**config.mk**
```make
export PLATFORM = sky130hd
export DESIGN_NAME = log_record_replay_parser_flat
export DESIGN_NICKNAME = d
export VERILOG_FILES = /design/src/rtl/lrp_pkg.sv /design/src/rtl/lrp_if.sv /design/src/rtl/log_record_replay_parser.sv /design/src/flat_wrapper.sv
export VERILOG_INCLUDE_DIRS = /design/src /design/src/rtl
export SDC_FILE = /design/constraint.sdc
export NUM_CORES = 2
export LEC_CHECK = 0
export BUFFER_PORTS_ARGS = -buffer_cell sky130_fd_sc_hd__buf_2
export CAP_MARGIN = 40
export CORE_ASPECT_RATIO = 1.4
export CORE_MARGIN = 3
export CORE_UTILIZATION = 56
export DETAILED_ROUTE_END_ITERATION = 7
export PLACE_DENSITY_LB_ADDON = 0.05
export SETUP_SLACK_MARGIN = 0.02
export SKIP_LAST_GASP = 1
export SLEW_MARGIN = 20
export SYNTH_ARGS = -nofsm -noshare
export SYNTH_HDL_FRONTEND = slang
export SYNTH_SLANG_ARGS = --single-unit
export TNS_END_PERCENT = 20
```
**constraint.sdc**
```tcl
create_clock -name clk -period 7.7 [get_ports clk]
set_input_delay 1.155 -clock clk [delete_from_list [all_inputs] [get_ports clk]]
set_output_delay 1.155 -clock clk [all_outputs]
set_load 0.05 [all_outputs]
```
**src/rtl/log_record_replay_parser_defines.svh**
```systemverilog
// assertion macros for the log record replay parser
// used by the top level only
`ifndef LOG_RECORD_REPLAY_PARSER_DEFINES_SVH
`define LOG_RECORD_REPLAY_PARSER_DEFINES_SVH
// implication checked on every clock, quiet during reset
`define LRP_ASSERT_IMP(label, clk, rst_n, a, c) \
    label: assert property (@(posedge clk) disable iff (!rst_n) (a) |-> (c)) \
        else $error("lrp check failed");
// next-cycle implication
`define LRP_ASSERT_NXT(label, clk, rst_n, a, c) \
    label: assert property (@(posedge clk) disable iff (!rst_n) (a) |=> (c)) \
        else $error("lrp check failed");
`endif

```
**src/rtl/lrp_pkg.sv**
```systemverilog
// shared types and constants for the log record replay parser
// no dependencies
`timescale 1ns / 1ps
package lrp_pkg;
    localparam int HEADER_BYTES = 32;
    localparam logic [31:0] CRC_POLY = 32'h82F63B78;
    localparam logic [31:0] CNT_MAX = 32'hFFFFFFFF;

    typedef enum logic [2:0]
    {
        KIND_PAYLOAD = 3'd0,
        KIND_DELIVERED = 3'd1,
        KIND_DISCARDED = 3'd2,
        KIND_FILTERED = 3'd3,
        KIND_SUMMARY = 3'd4
    } kind_t;

    typedef enum logic [3:0]
    {
        ERR_NONE = 4'd0,
        ERR_MAGIC = 4'd1,
        ERR_VERSION = 4'd2,
        ERR_HDR_CRC = 4'd3,
        ERR_LENGTH = 4'd4,
        ERR_TRUNC_DATA = 4'd5,
        ERR_TRUNC_CRC = 4'd6,
        ERR_DATA_CRC = 4'd7,
        ERR_DELETE_DATA = 4'd8
    } err_t;

    localparam logic [2:0] REG_MAGIC = 3'd0;
    localparam logic [2:0] REG_VERSION = 3'd1;
    localparam logic [2:0] REG_DELETE = 3'd2;
    localparam logic [2:0] REG_MIN_SEQ = 3'd3;
    localparam logic [2:0] REG_MAX_LEN = 3'd4;

    typedef struct packed
    {
        logic [2:0] kind;
        logic [3:0] error_code;
        logic [7:0] payload_byte;
        logic [63:0] rec_seq;
        logic [63:0] rec_key;
        logic is_delete;
        logic [31:0] payload_len;
        logic [63:0] highest_seq;
        logic [31:0] recovered_count;
        logic [31:0] corrupted_count;
        logic is_last;
    } result_t;

    function automatic logic [31:0] crc_byte(input logic [31:0] c_in, input logic [7:0] b);
        logic [31:0] c;
        c = c_in ^ {24'd0, b};
        for (int i = 0; i < 8; i++)
        begin
            c = c[0] ? ((c >> 1) ^ CRC_POLY) : (c >> 1);
        end
        return c;
    endfunction

    function automatic logic [31:0] sat_inc(input logic [31:0] v);
        return (v == CNT_MAX) ? v : v + 32'd1;
    endfunction
endpackage

```
**src/rtl/lrp_if.sv**
```systemverilog
// valid/ready channel interfaces for the parser
// depends on lrp_pkg
`timescale 1ns / 1ps
interface lrp_in_if;
    logic valid;
    logic ready;
    logic req_type;
    logic [7:0] log_byte;
    modport source (output valid, output req_type, output log_byte, input ready);
    modport sink (input valid, input req_type, input log_byte, output ready);
endinterface

interface lrp_out_if;
    logic valid;
    logic ready;
    lrp_pkg::result_t data;
    modport source (output valid, output data, input ready);
    modport sink (input valid, input data, output ready);
endinterface

interface lrp_cfg_if;
    logic valid;
    logic ready;
    logic [2:0] index;
    logic [63:0] wdata;
    modport source (output valid, output index, output wdata, input ready);
    modport sink (input valid, input index, input wdata, output ready);
endinterface

```
**src/rtl/log_record_replay_parser.sv**
```systemverilog
// Log record replay parser. Takes one log byte (or a segment end marker) per cycle while
// ready and gives payload bytes, per-record verdicts and segment summaries. Each accepted
// item gives zero, one or two results; they are registered in a two-entry output queue
// and leave when the sink takes them. A new item is taken when the queue is empty, or
// holds one result that leaves in the same cycle, so a stream runs at one item per cycle
// while the sink keeps up; a segment end that closes an open record gives two results
// and fills the queue, holding the input off. The header and payload CRC-32C is updated
// one byte per cycle. Depends on lrp_pkg, the channel interfaces and the defines header.
`timescale 1ns / 1ps
`include "log_record_replay_parser_defines.svh"
module log_record_replay_parser
#(
    parameter int HEADER_BYTES = lrp_pkg::HEADER_BYTES
)
(
    input logic clk,
    input logic rst_n,
    lrp_in_if.sink in_ch,
    lrp_out_if.source out_ch,
    lrp_cfg_if.sink cfg
);
    typedef enum logic [1:0]
    {
        PH_HEADER,
        PH_DATA,
        PH_DCRC,
        PH_SKIP
    } phase_t;

    localparam logic [4:0] HDR_LAST = 5'(HEADER_BYTES - 1);
    localparam logic [4:0] HDR_CRC_SPAN = 5'(HEADER_BYTES - 4);

    logic [15:0] magic_word_reg;
    logic [15:0] format_version_reg;
    logic [7:0] delete_type_code_reg;
    logic [63:0] min_seq_reg;
    logic [31:0] max_payload_len_reg;

    phase_t phase_reg, phase_next;
    logic [32:0] byte_index_reg, byte_index_next;
    logic [15:0] hmagic_reg, hmagic_next;
    logic [15:0] hversion_reg, hversion_next;
    logic [7:0] rtype_reg, rtype_next;
    logic [63:0] seq_reg, seq_next;
    logic [63:0] key_reg, key_next;
    logic [31:0] length_reg, length_next;
    logic [31:0] stored_crc_reg, stored_crc_next;
    logic [31:0] crc_reg, crc_next;
    logic stopped_reg, stopped_next;
    logic [63:0] max_seq_reg, max_seq_next;
    logic [31:0] good_reg, good_next;
    logic [31:0] bad_reg, bad_next;

    // output queue
    lrp_pkg::result_t q_reg [2];
    logic [1:0] cnt_reg;
    logic head_reg;

    logic in_fire;
    logic out_fire;
    logic [1:0] n_res;
    lrp_pkg::result_t res0, res1;

    assign cfg.ready = 1'b1;
    assign in_ch.ready = (cnt_reg == 2'd0) || ((cnt_reg == 2'd1) && out_ch.ready);
    assign in_fire = in_ch.valid && in_ch.ready;
    assign out_ch.valid = (cnt_reg != 2'd0);
    assign out_ch.data = q_reg[head_reg];
    assign out_fire = out_ch.valid && out_ch.ready;

    always_comb
    begin
        lrp_pkg::result_t r;
        lrp_pkg::result_t rv;
        logic [7:0] b;
        logic [4:0] i;
        logic [31:0] hcrc;
        logic del;
        logic emit_v;
        logic [2:0] vkind;
        logic [3:0] verr;
        logic check_final;

        phase_next = phase_reg;
        byte_index_next = byte_index_reg;
        hmagic_next = hmagic_reg;
        hversion_next = hversion_reg;
        rtype_next = rtype_reg;
        seq_next = seq_reg;
        key_next = key_reg;
        length_next = length_reg;
        stored_crc_next = stored_crc_reg;
        crc_next = crc_reg;
        stopped_next = stopped_reg;
        max_seq_next = max_seq_reg;
        good_next = good_reg;
        bad_next = bad_reg;
        n_res = 2'd0;
        res0 = '0;
        res1 = '0;
        b = in_ch.log_byte;
        i = byte_index_reg[4:0];
        hcrc = '0;
        del = 1'b0;
        emit_v = 1'b0;
        vkind = lrp_pkg::KIND_DISCARDED;
        verr = lrp_pkg::ERR_NONE;
        check_final = 1'b0;
        r = '0;
        rv = '0;

        if (in_ch.req_type)
        begin
            if (!stopped_reg && (phase_reg == PH_DATA || phase_reg == PH_DCRC))
            begin
                bad_next = lrp_pkg::sat_inc(bad_reg);
                emit_v = 1'b1;
                verr = (phase_reg == PH_DATA) ? lrp_pkg::ERR_TRUNC_DATA
                    : lrp_pkg::ERR_TRUNC_CRC;
            end
        end
        else if (!stopped_reg)
        begin
            case (phase_reg)
                PH_HEADER:
                begin
                    if (byte_index_reg == 33'd0)
                    begin
                        hmagic_next = '0;
                        hversion_next = '0;
                        rtype_next = '0;
                        seq_next = '0;
                        key_next = '0;
                        length_next = '0;
                        stored_crc_next = '0;
                        crc_next = lrp_pkg::crc_byte(32'hFFFFFFFF, b);
                    end
                    else if (i < HDR_CRC_SPAN)
                    begin
                        crc_next = lrp_pkg::crc_byte(crc_reg, b);
                    end
                    if (i < 5'd2)
                        hmagic_next[i[0]*8 +: 8] = b;
                    else if (i < 5'd4)
                        hversion_next[i[0]*8 +: 8] = b;
                    else if (i == 5'd4)
                        rtype_next = b;
                    else if (i >= 5'd8 && i < 5'd16)
                        seq_next[i[2:0]*8 +: 8] = b;
                    else if (i >= 5'd16 && i < 5'd24)
                        key_next[i[2:0]*8 +: 8] = b;
                    else if (i >= 5'd24 && i < HDR_CRC_SPAN)
                        length_next[i[1:0]*8 +: 8] = b;
                    else if (i >= HDR_CRC_SPAN)
                        stored_crc_next[i[1:0]*8 +: 8] = b;
                    byte_index_next = byte_index_reg + 33'd1;
                    if (i == HDR_LAST)
                    begin
                        byte_index_next = '0;
                        hcrc = crc_reg ^ 32'hFFFFFFFF;
                        if (hmagic_reg != magic_word_reg)
                        begin
                            emit_v = 1'b1;
                            verr = lrp_pkg::ERR_MAGIC;
                            stopped_next = 1'b1;
                            bad_next = lrp_pkg::sat_inc(bad_reg);
                        end
                        else if (hversion_reg != format_version_reg)
                        begin
                            emit_v = 1'b1;
                            verr = lrp_pkg::ERR_VERSION;
                            stopped_next = 1'b1;
                            bad_next = lrp_pkg::sat_inc(bad_reg);
                        end
                        else if (hcrc != stored_crc_next)
                        begin
                            emit_v = 1'b1;
                            verr = lrp_pkg::ERR_HDR_CRC;
                            bad_next = lrp_pkg::sat_inc(bad_reg);
                            phase_next = (length_reg != '0) ? PH_SKIP : PH_HEADER;
                        end
                        else if (length_reg > max_payload_len_reg)
                        begin
                            emit_v = 1'b1;
                            verr = lrp_pkg::ERR_LENGTH;
                            stopped_next = 1'b1;
                            bad_next = lrp_pkg::sat_inc(bad_reg);
                        end
                        else if (length_reg == '0)
                            check_final = 1'b1;
                        else
                        begin
                            phase_next = PH_DATA;
                            crc_next = 32'hFFFFFFFF;
                        end
                    end
                end
                PH_DATA:
                begin
                    crc_next = lrp_pkg::crc_byte(crc_reg, b);
                    n_res = 2'd1;
                    r.kind = lrp_pkg::KIND_PAYLOAD;
                    r.payload_byte = b;
                    byte_index_next = byte_index_reg + 33'd1;
                    if (byte_index_next >= {1'b0, length_reg})
                    begin
                        phase_next = PH_DCRC;
                        byte_index_next = '0;
                        stored_crc_next = '0;
                    end
                end
                PH_DCRC:
                begin
                    stored_crc_next[byte_index_reg[1:0]*8 +: 8] = b;
                    byte_index_next = byte_index_reg + 33'd1;
                    if (byte_index_reg[1:0] == 2'd3)
                    begin
                        phase_next = PH_HEADER;
                        byte_index_next = '0;
                        if ((crc_reg ^ 32'hFFFFFFFF) != stored_crc_next)
                        begin
                            emit_v = 1'b1;
                            verr = lrp_pkg::ERR_DATA_CRC;
                            bad_next = lrp_pkg::sat_inc(bad_reg);
                        end
                        else
                            check_final = 1'b1;
                    end
                end
                default:
                begin
                    byte_index_next = byte_index_reg + 33'd1;
                    if (byte_index_next >= ({1'b0, length_reg} + 33'd4))
                    begin
                        phase_next = PH_HEADER;
                        byte_index_next = '0;
                    end
                end
            endcase
        end

        if (check_final)
        begin
            phase_next = PH_HEADER;
            byte_index_next = '0;
            del = (rtype_reg == delete_type_code_reg);
            emit_v = 1'b1;
            if (del && length_reg != '0)
            begin
                verr = lrp_pkg::ERR_DELETE_DATA;
                stopped_next = 1'b1;
                bad_next = lrp_pkg::sat_inc(bad_reg);
            end
            else
            begin
                if (seq_reg > max_seq_reg)
                    max_seq_next = seq_reg;
                if (seq_reg <= min_seq_reg)
                    vkind = lrp_pkg::KIND_FILTERED;
                else
                begin
                    vkind = lrp_pkg::KIND_DELIVERED;
                    good_next = lrp_pkg::sat_inc(good_reg);
                end
            end
        end

        // record fields reflect header registers (already complete at verdict time)
        r.rec_seq = seq_reg;
        r.rec_key = key_reg;
        r.is_delete = (rtype_reg == delete_type_code_reg);
        r.payload_len = length_reg;
        rv = r;
        rv.kind = emit_v ? vkind : r.kind;
        rv.error_code = verr;
        rv.payload_byte = '0;
        rv.highest_seq = max_seq_next;
        rv.recovered_count = good_next;
        rv.corrupted_count = bad_next;
        r.highest_seq = max_seq_reg;
        r.recovered_count = good_reg;
        r.corrupted_count = bad_reg;

        if (emit_v)
        begin
            res0 = rv;
            n_res = 2'd1;
        end
        else if (n_res == 2'd1)
            res0 = r;

        if (in_ch.req_type)
        begin
            res1 = '0;
            res1.kind = lrp_pkg::KIND_SUMMARY;
            res1.highest_seq = max_seq_reg;
            res1.recovered_count = good_reg;
            res1.corrupted_count = bad_next;
            res1.is_last = 1'b1;
            if (emit_v)
                n_res = 2'd2;
            else
            begin
                res0 = res1;
                n_res = 2'd1;
            end
            phase_next = PH_HEADER;
            byte_index_next = '0;
            crc_next = 32'hFFFFFFFF;
            stopped_next = 1'b0;
            good_next = '0;
            bad_next = '0;
        end
        else
            res0.is_last = 1'b1;
    end

    always_ff @(posedge clk or negedge rst_n)
    begin
        if (!rst_n)
        begin
            magic_word_reg <= '0;
            format_version_reg <= 16'd1;
            delete_type_code_reg <= 8'd1;
            min_seq_reg <= '0;
            max_payload_len_reg <= 32'd67108864;
            phase_reg <= PH_HEADER;
            byte_index_reg <= '0;
            hmagic_reg <= '0;
            hversion_reg <= '0;
            rtype_reg <= '0;
            seq_reg <= '0;
            key_reg <= '0;
            length_reg <= '0;
            stored_crc_reg <= '0;
            crc_reg <= 32'hFFFFFFFF;
            stopped_reg <= 1'b0;
            max_seq_reg <= '0;
            good_reg <= '0;
            bad_reg <= '0;
            cnt_reg <= '0;
            head_reg <= 1'b0;
        end
        else
        begin
            if (cfg.valid)
            begin
                case (cfg.index)
                    lrp_pkg::REG_MAGIC: magic_word_reg <= cfg.wdata[15:0];
                    lrp_pkg::REG_VERSION: format_version_reg <= cfg.wdata[15:0];
                    lrp_pkg::REG_DELETE: delete_type_code_reg <= cfg.wdata[7:0];
                    lrp_pkg::REG_MIN_SEQ: min_seq_reg <= cfg.wdata;
                    lrp_pkg::REG_MAX_LEN: max_payload_len_reg <= cfg.wdata[31:0];
                    default: ;
                endcase
            end
            if (in_fire)
            begin
                phase_reg <= phase_next;
                byte_index_reg <= byte_index_next;
                hmagic_reg <= hmagic_next;
                hversion_reg <= hversion_next;
                rtype_reg <= rtype_next;
                seq_reg <= seq_next;
                key_reg <= key_next;
                length_reg <= length_next;
                stored_crc_reg <= stored_crc_next;
                crc_reg <= crc_next;
                stopped_reg <= stopped_next;
                max_seq_reg <= max_seq_next;
                good_reg <= good_next;
                bad_reg <= bad_next;
            end
            // queue: input only taken when free entries cover the results
            if (out_fire)
                head_reg <= ~head_reg;
            if (in_fire)
                cnt_reg <= cnt_reg + n_res - {1'b0, out_fire};
            else if (out_fire)
                cnt_reg <= cnt_reg - 2'd1;
        end
    end

    always_ff @(posedge clk)
    begin
        logic base;
        base = head_reg ^ out_fire ^ ((cnt_reg != 2'd0) && !out_fire);
        if (in_fire && n_res != 2'd0)
            q_reg[base] <= res0;
        if (in_fire && n_res == 2'd2)
            q_reg[~base] <= res1;
    end

    `LRP_ASSERT_IMP(a_cnt_range, clk, rst_n, 1'b1, cnt_reg != 2'd3)
    `LRP_ASSERT_IMP(a_ready_room, clk, rst_n, in_ch.ready, (cnt_reg == 2'd0) || out_ch.ready)
    `LRP_ASSERT_NXT(a_seg_reset, clk, rst_n, in_fire && in_ch.req_type,
        (phase_reg == PH_HEADER) && !stopped_reg && (good_reg == '0))
    `LRP_ASSERT_NXT(a_stop_hold, clk, rst_n, stopped_reg && in_fire && !in_ch.req_type,
        stopped_reg)
endmodule
```
**src/flat_wrapper.sv**
```systemverilog
// flat-port wrapper written by rule: the top's interface ports become plain ports
module log_record_replay_parser_flat 
#(
    parameter int HEADER_BYTES = lrp_pkg::HEADER_BYTES
)
  (clk, rst_n, in_ch_valid, in_ch_req_type, in_ch_log_byte, in_ch_ready, out_ch_valid, out_ch_data, out_ch_ready, cfg_valid, cfg_index, cfg_wdata, cfg_ready);
  lrp_in_if in_ch_i ();
  lrp_out_if out_ch_i ();
  lrp_cfg_if cfg_i ();
  input logic clk;
  input logic rst_n;
  input wire logic [$bits(in_ch_i.valid)-1:0] in_ch_valid;
  input wire logic [$bits(in_ch_i.req_type)-1:0] in_ch_req_type;
  input wire logic [$bits(in_ch_i.log_byte)-1:0] in_ch_log_byte;
  output wire logic [$bits(in_ch_i.ready)-1:0] in_ch_ready;
  output wire logic [$bits(out_ch_i.valid)-1:0] out_ch_valid;
  output wire logic [$bits(out_ch_i.data)-1:0] out_ch_data;
  input wire logic [$bits(out_ch_i.ready)-1:0] out_ch_ready;
  input wire logic [$bits(cfg_i.valid)-1:0] cfg_valid;
  input wire logic [$bits(cfg_i.index)-1:0] cfg_index;
  input wire logic [$bits(cfg_i.wdata)-1:0] cfg_wdata;
  output wire logic [$bits(cfg_i.ready)-1:0] cfg_ready;
  assign in_ch_i.valid = in_ch_valid;
  assign in_ch_i.req_type = in_ch_req_type;
  assign in_ch_i.log_byte = in_ch_log_byte;
  assign in_ch_ready = in_ch_i.ready;
  assign out_ch_valid = out_ch_i.valid;
  assign out_ch_data = out_ch_i.data;
  assign out_ch_i.ready = out_ch_ready;
  assign cfg_i.valid = cfg_valid;
  assign cfg_i.index = cfg_index;
  assign cfg_i.wdata = cfg_wdata;
  assign cfg_ready = cfg_i.ready;
  log_record_replay_parser #(.HEADER_BYTES(HEADER_BYTES)) u_core (.clk(clk), .rst_n(rst_n), .in_ch(in_ch_i), .out_ch(out_ch_i), .cfg(cfg_i));
endmodule
```
* Yosys cells after proc, flatten, opt, wreduce, memory -nomap -nowiden
Memory sizes are Yosys's and may differ from the RTL's.
Index checks and enable logic that the tools add are counted.
** Storage, ports and cells
- Flip-flop bits (word level) :: 567
- Memory bits (writable) :: 610
- Bits of input ports :: 81
- Output and inout bits :: 308
- Logic and storage cells :: 349
- Memories kept :: 1
** Memory list
- u_core.q_reg :: depth 2, width 305, read ports 1, clocked after Yosys merged registers in 0, wr ports 2, line log_record_replay_parser.sv:55 : lrp_pkg::result_t q_reg [2];
** Operators by class
- Add/sub/neg operators :: 10
- Order comparisons :: 14
- Eq/ne operators :: 29
- Shift-type cells :: 6
- Muxes and demuxes :: 206
- Bitwise logic cells :: 25
- Reduce and logical (&&, ||, !) cells :: 37
** Operators with widths (count)
- $mux W32 :: 70
- $mux W64 :: 20
- $mux W305 :: 3
- $mux W304 :: 1
- $mux W298 :: 1
- $not A16 Y17 :: 16
- $mux W33 :: 7
- $mux W16 :: 11
- $bwmux W64 :: 2
- $pmux W32 S2 :: 2
- $pmux W33 S3 :: 1
- $bwmux W32 :: 3
- $pmux W32 S3 :: 1
- $add A32 B1 Y32 const B :: 2
- $eq A32 B32 Y1 const B :: 2
- $gt A64 B64 Y1 :: 1
- $le A64 B64 Y1 :: 1
- $ne A32 B32 Y1 :: 2
- $shift A8 B34 Y64 const A :: 1
- $shiftx A8 B34 Y64 :: 1
- $mux W8 :: 6
- $mux W2 :: 22
- $mux W4 :: 10
- $mux W1 :: 36
- other kinds (60) :: 105

* Depth between registers and ports, before layout
- Depth after elaboration :: 31
- Gate-level depth with buffers :: 25
- Gate-level depth less buffers :: 21

* Worst setup path after synthesis
OpenSTA, ideal clock, no wires.
- Path kind :: reg-to-reg
- Start point :: register u_core.byte_index_reg[0]
- End point :: memory u_core.q_reg[1][0] in the netlist's numbering (enable)
- Library setup time :: 0.483 ns
- Arrival :: 7.732 ns
- Data required time :: 7.217 ns
- Setup slack :: -0.515 ns
- Cell stages (with the launch flop) :: 22
- Buffers on the path :: 8
- Cells stage by stage :: dfrtp_1 clkbuf_1 clkbuf_1 inv_1 buf_1 ha_1 clkbuf_1 buf_2 and4b_1 nor3_1 a2111oi_0 nand4_1 a2111oi_0 nand4_1 or4_4 buf_6 and2_4 a31oi_4 nor2_1 buf_2 buf_2 inv_1
** RTL lines
- from (decl) :: line log_record_replay_parser.sv:40 : logic [32:0] byte_index_reg, byte_index_next;
- from (signal assigned) :: line log_record_replay_parser.sv:360 : byte_index_reg <= byte_index_next;
- to (decl) :: line log_record_replay_parser.sv:55

==> results.txt <==
----------------------------------------------------
[GRT]
  Global-route wire length before repair ... 353 mm
  Number of antenna violations at the first check in global routing ... 16
  Pin count of the biggest net entering global routing ... about 170
  Global route overflow ... 0
  Total routing usage reported by global routing ... roughly 40%
  Via count of the first global-routing pass ... 54100

[Logic synthesis]
  Cell taking the most area after synthesis ... dfrtp_1
  Cell with the most instances after synthesis ... a22o_1
  Synth cell count leaders ... 607 x a22o_1, 532 x dfrtp_1, 456 x mux2_2
  Adder-Cell Fraction of Synth Area ... 4.72%
  Top cells by area, synth ... dfrtp_1 21%, edfxtp_1 12%, dfxtp_1 11%
  Post-Synth Simple-Gate Area ... 11.9%
  Post-synth cell types ... between 90 and 100
  Synthesized-area fraction occupied by xor and xnor cells ... 3.57%
  Post-synth EDFFs ... 260
  Cell Area, Synth ... between 0.06 and 0.07 mm²
  Flops & latches, synth ... about 1200
  Main combinational cell family by area after synthesis ... compound AO/OA/AOI/OAI gates
  Multiplexer fraction of the synthesized cell area ... roughly 8.8%
  Share of Yosys cell area claimed by the top area cell type ... 20.6%
  Share of the synthesized area in compound gates (AO/OA/AOI/OAI) ... between 20% and 30%
  Number of cells produced by synthesis ... about 6400
  Synth warnings ... 0
  Synthesized Nets ... approximately 6700
  Mean area per synthesized cell ... just over 10 µm²
  Fraction of registers with async set/reset ... roughly half
  Top_reg_cell synth ... dfrtp_1
  Sequential share of the synthesized area ... between 40% and 50%

[Route]
  Post-detailed-route via-to-cell ratio ... between 6 and 7
  Post-route ant nets ... 0
  Initial DRC Count ... between 6000 and 7000
  Total number of vias ... 55900
  Number of detailed-routing iterations run before antenna repair ... 6
  Final routed wirelength across all metal layers ... around 240 mm
  DR WL/cell ... 29.2 µm
  DRC violations left ... 0

[Power and ir drop]
  P_int ... 13200 µW
  Part of the power in registers ... 34.7%
  Power Density ... between 300 and 400 mW/mm²
  Standby leakage power ... 0.0305 µW
  Combinational Power Share ... between 30% and 40%
  Worst vdd ir ... roughly 0.00042 V
  Clock share of power ... around a quarter
  Switching component of the power ... around 9300 µW
  Switching share of power ... between 40 and 50%

[Layout]
  Area of all sequential standard cells ... between 0.02 and 0.03 mm²
  Final-stage net count ... roughly 7000
  Fraction of final layout cells with drive strength greater than 1 ... 20.5%
  Utilization of the core after routing ... 63.7%
  Max FFs per register ... 610
  Post-route standard cell area excluding fillers ... 0.0724 mm²
  Count of fill cells added during filler insertion ... 9483
  Synthesis-to-layout area growth ... 12.2%
  Area used by multi-input combinational logic ... between 0.03 and 0.04 mm²

[CTS]
  Maximum count of clock buffers along a single path ... 3
  Count of cells resized by post-cts repair ... 0
  Source-to-sink clock delay at the later pin of the worst-skew pair ... between 0.7 and 0.8 ns
  CTS sink count ... around 1200
  Number of H-tree levels ... 3
  Clk Tree Root Cell ... clkbuf_16
  Clock transition time at the flip-flop clock pins of the worst setup and hold paths ... around 0.070 ns
  Setup Fix Bufs, Post-CTS ... 0
  CTS tree ... yes
  Number of CTS-inserted buffers ... roughly 110
  Hold buffers post-CTS ... 0

[Placed design]
  Port Buffers ... just under 400
  DP HPWL ... around 170 mm
  Minimum setup slack after placement ... between 1 and 1.5 ns
  Gp weighted congestion ... 1.07
  Cell area after placement ... about 0.068 mm²

[STA]
  Worst hold slack ... around 0.42 ns
  Number of endpoints with negative hold slack in the final report ... 0
  Final period demand of the worst path ... ~7 ns
  Maximum clock skew at final layout ... 0.0377 ns
  Remaining max-slew budget at the tightest pin ... about 18%
  Final setup TNS ... 0 ns
  Achievable clock frequency ... 144 MHz
  Number of pins with negative max-slew slack in the final report ... 0
  Final setup violating endpoints ... 0
  Transition time at the pin with the least slew margin ... 1.23 ns
  Final WS setup ... approximately 0.77 ns
  Unrepaired setup endpoints after global routing ... false
  Final period utilization ... ~90%

[Floorplanning]
  Die Y ... about 410 µm
  Initial Util ... 56.7%
  Area of the core ... around 0.11 mm²
  Die Outline Area ... between 0.1 and 0.15 mm²
  Count of pins on the block boundary ... 389
  Die Width ... a little under 300 µm
  Row count ... 146

[Hold path]
  Hold WC Path Type ... in -> async

[Worst setup path]
  Category of the most critical setup path ... reg -> reg
  Capturing element type of the critical path ... register
  Arrival time worst endpoint ... between 7 and 8 ns
  Maximum fanout along the worst path ... 139
  CP Launch Type ... register
  Required time at the worst-slack endpoint ... between 8 and 9 ns

[Run status]
  Outcome ... complete, no violations

[Flow run]
  Max_cap viols ... 0

----------------------------------------------------
## power by group through the flow
| stage | Sequential [µW] | Clock (µW) | Combinational [µW] |
|---|---|---|---|
| after global placement | 7860 | 0 | 8450 |
| after CTS | 7770 | 5930 | 8620 |
| after global routing | 7850 | 6180 | 9310 |
| after floorplan | 7360 | 0 | 6240 |
| after detailed placement | 7890 | 0 | 8570 |
| final | 7810 | 5870 | 8860 |
## path summary, 6_finish.rpt
check                                    startpoint                   end  slack [ns]  depth (start not counted)
min                                           rst_n    u_core.bad_reg[21]        0.42                          1
max in group asynchronous                     rst_n    u_core.seq_reg[22]        5.39                          3
min in group clk               u_core.q_reg[0][302]  u_core.q_reg[0][302]        0.47                          2
max                        u_core.byte_index_reg[1]  u_core.q_reg[0][169]        0.77                         16
min reg2reg                    u_core.q_reg[0][302]  u_core.q_reg[0][302]        0.47                          2
max reg2reg                u_core.byte_index_reg[1]  u_core.q_reg[0][169]        0.77                         16
## per-stage QoR
stage / power (µW) / std cells
after floorplan: 13600 / 6384
after global placement: 16300 / 7927
after detailed placement: 16500 / 7949
after CTS: 22300 / 8167
after global routing: 23300 / 8177
final: 22500 / 8186
## placed cells by master, fill, tap and decap left out, drive strengths merged, types with 99 or more instances in the layout
master / count
o21ai: 426
nand2: 397
dfxtp: 350
dfrtp: 532
a22o: 607
nor3: 99
nand3: 277
nand4: 111
edfxtp: 260
inv: 275
mux2: 478
clkbuf: 167
nor2: 270
xnor2: 207
ha: 243
buf: 596
a21oi: 222
## critical path, stage by stage (launching register included)
cell	delay (ns)
dfrtp_1	0.33
buf_4	0.20
inv_1	0.16
ha_1	0.74
nor4bb_1	0.84
a21oi_1	0.34
o2bb2ai_1	0.23
nand4b_1	0.20
nor4_1	0.37
nand4_1	0.64
buf_4	0.40
or4_4	0.63
and2_4	0.23
a31oi_2	0.26
nor2_4	0.17
buf_12	0.23
a22o_1	0.46
## cell type report
type | instances | share of cell area [%]
inverters | 266 | 1.39
well taps | 1480 | 2.56
multi-input cells | 4434 | 45.0
repair buffers | 601 | 5.41
diodes | 10 | 0.0346
flip-flops and latches | 1177 | 40.1
clock buffers | 162 | 4.60
clock inverters | 56 | 0.844
## routing by layer
| metal | up-vias | part of all wire [%] | GRT usage, % |
|---|---|---|---|
| met3 | 895 | 7.9 | 6.85 |
| li1 | 24400 | - | - |
| met2 | 2955 | 47 | 63.5 |
| met1 | 27600 | 37 | 47.5 |
| met4 | 14 | 7.9 | 26.3 |
| met5 | - | 0.037 | 0 |
## cells by family after synthesis
kind of cell,after synthesis
buf+inv,773
xor+xnor,263
mux,510
other cells,1
fa+ha+maj,243
compound gates,1896
flops,1177
simple gates,1521
Note: power is estimated with default switching activity, not from simulation.
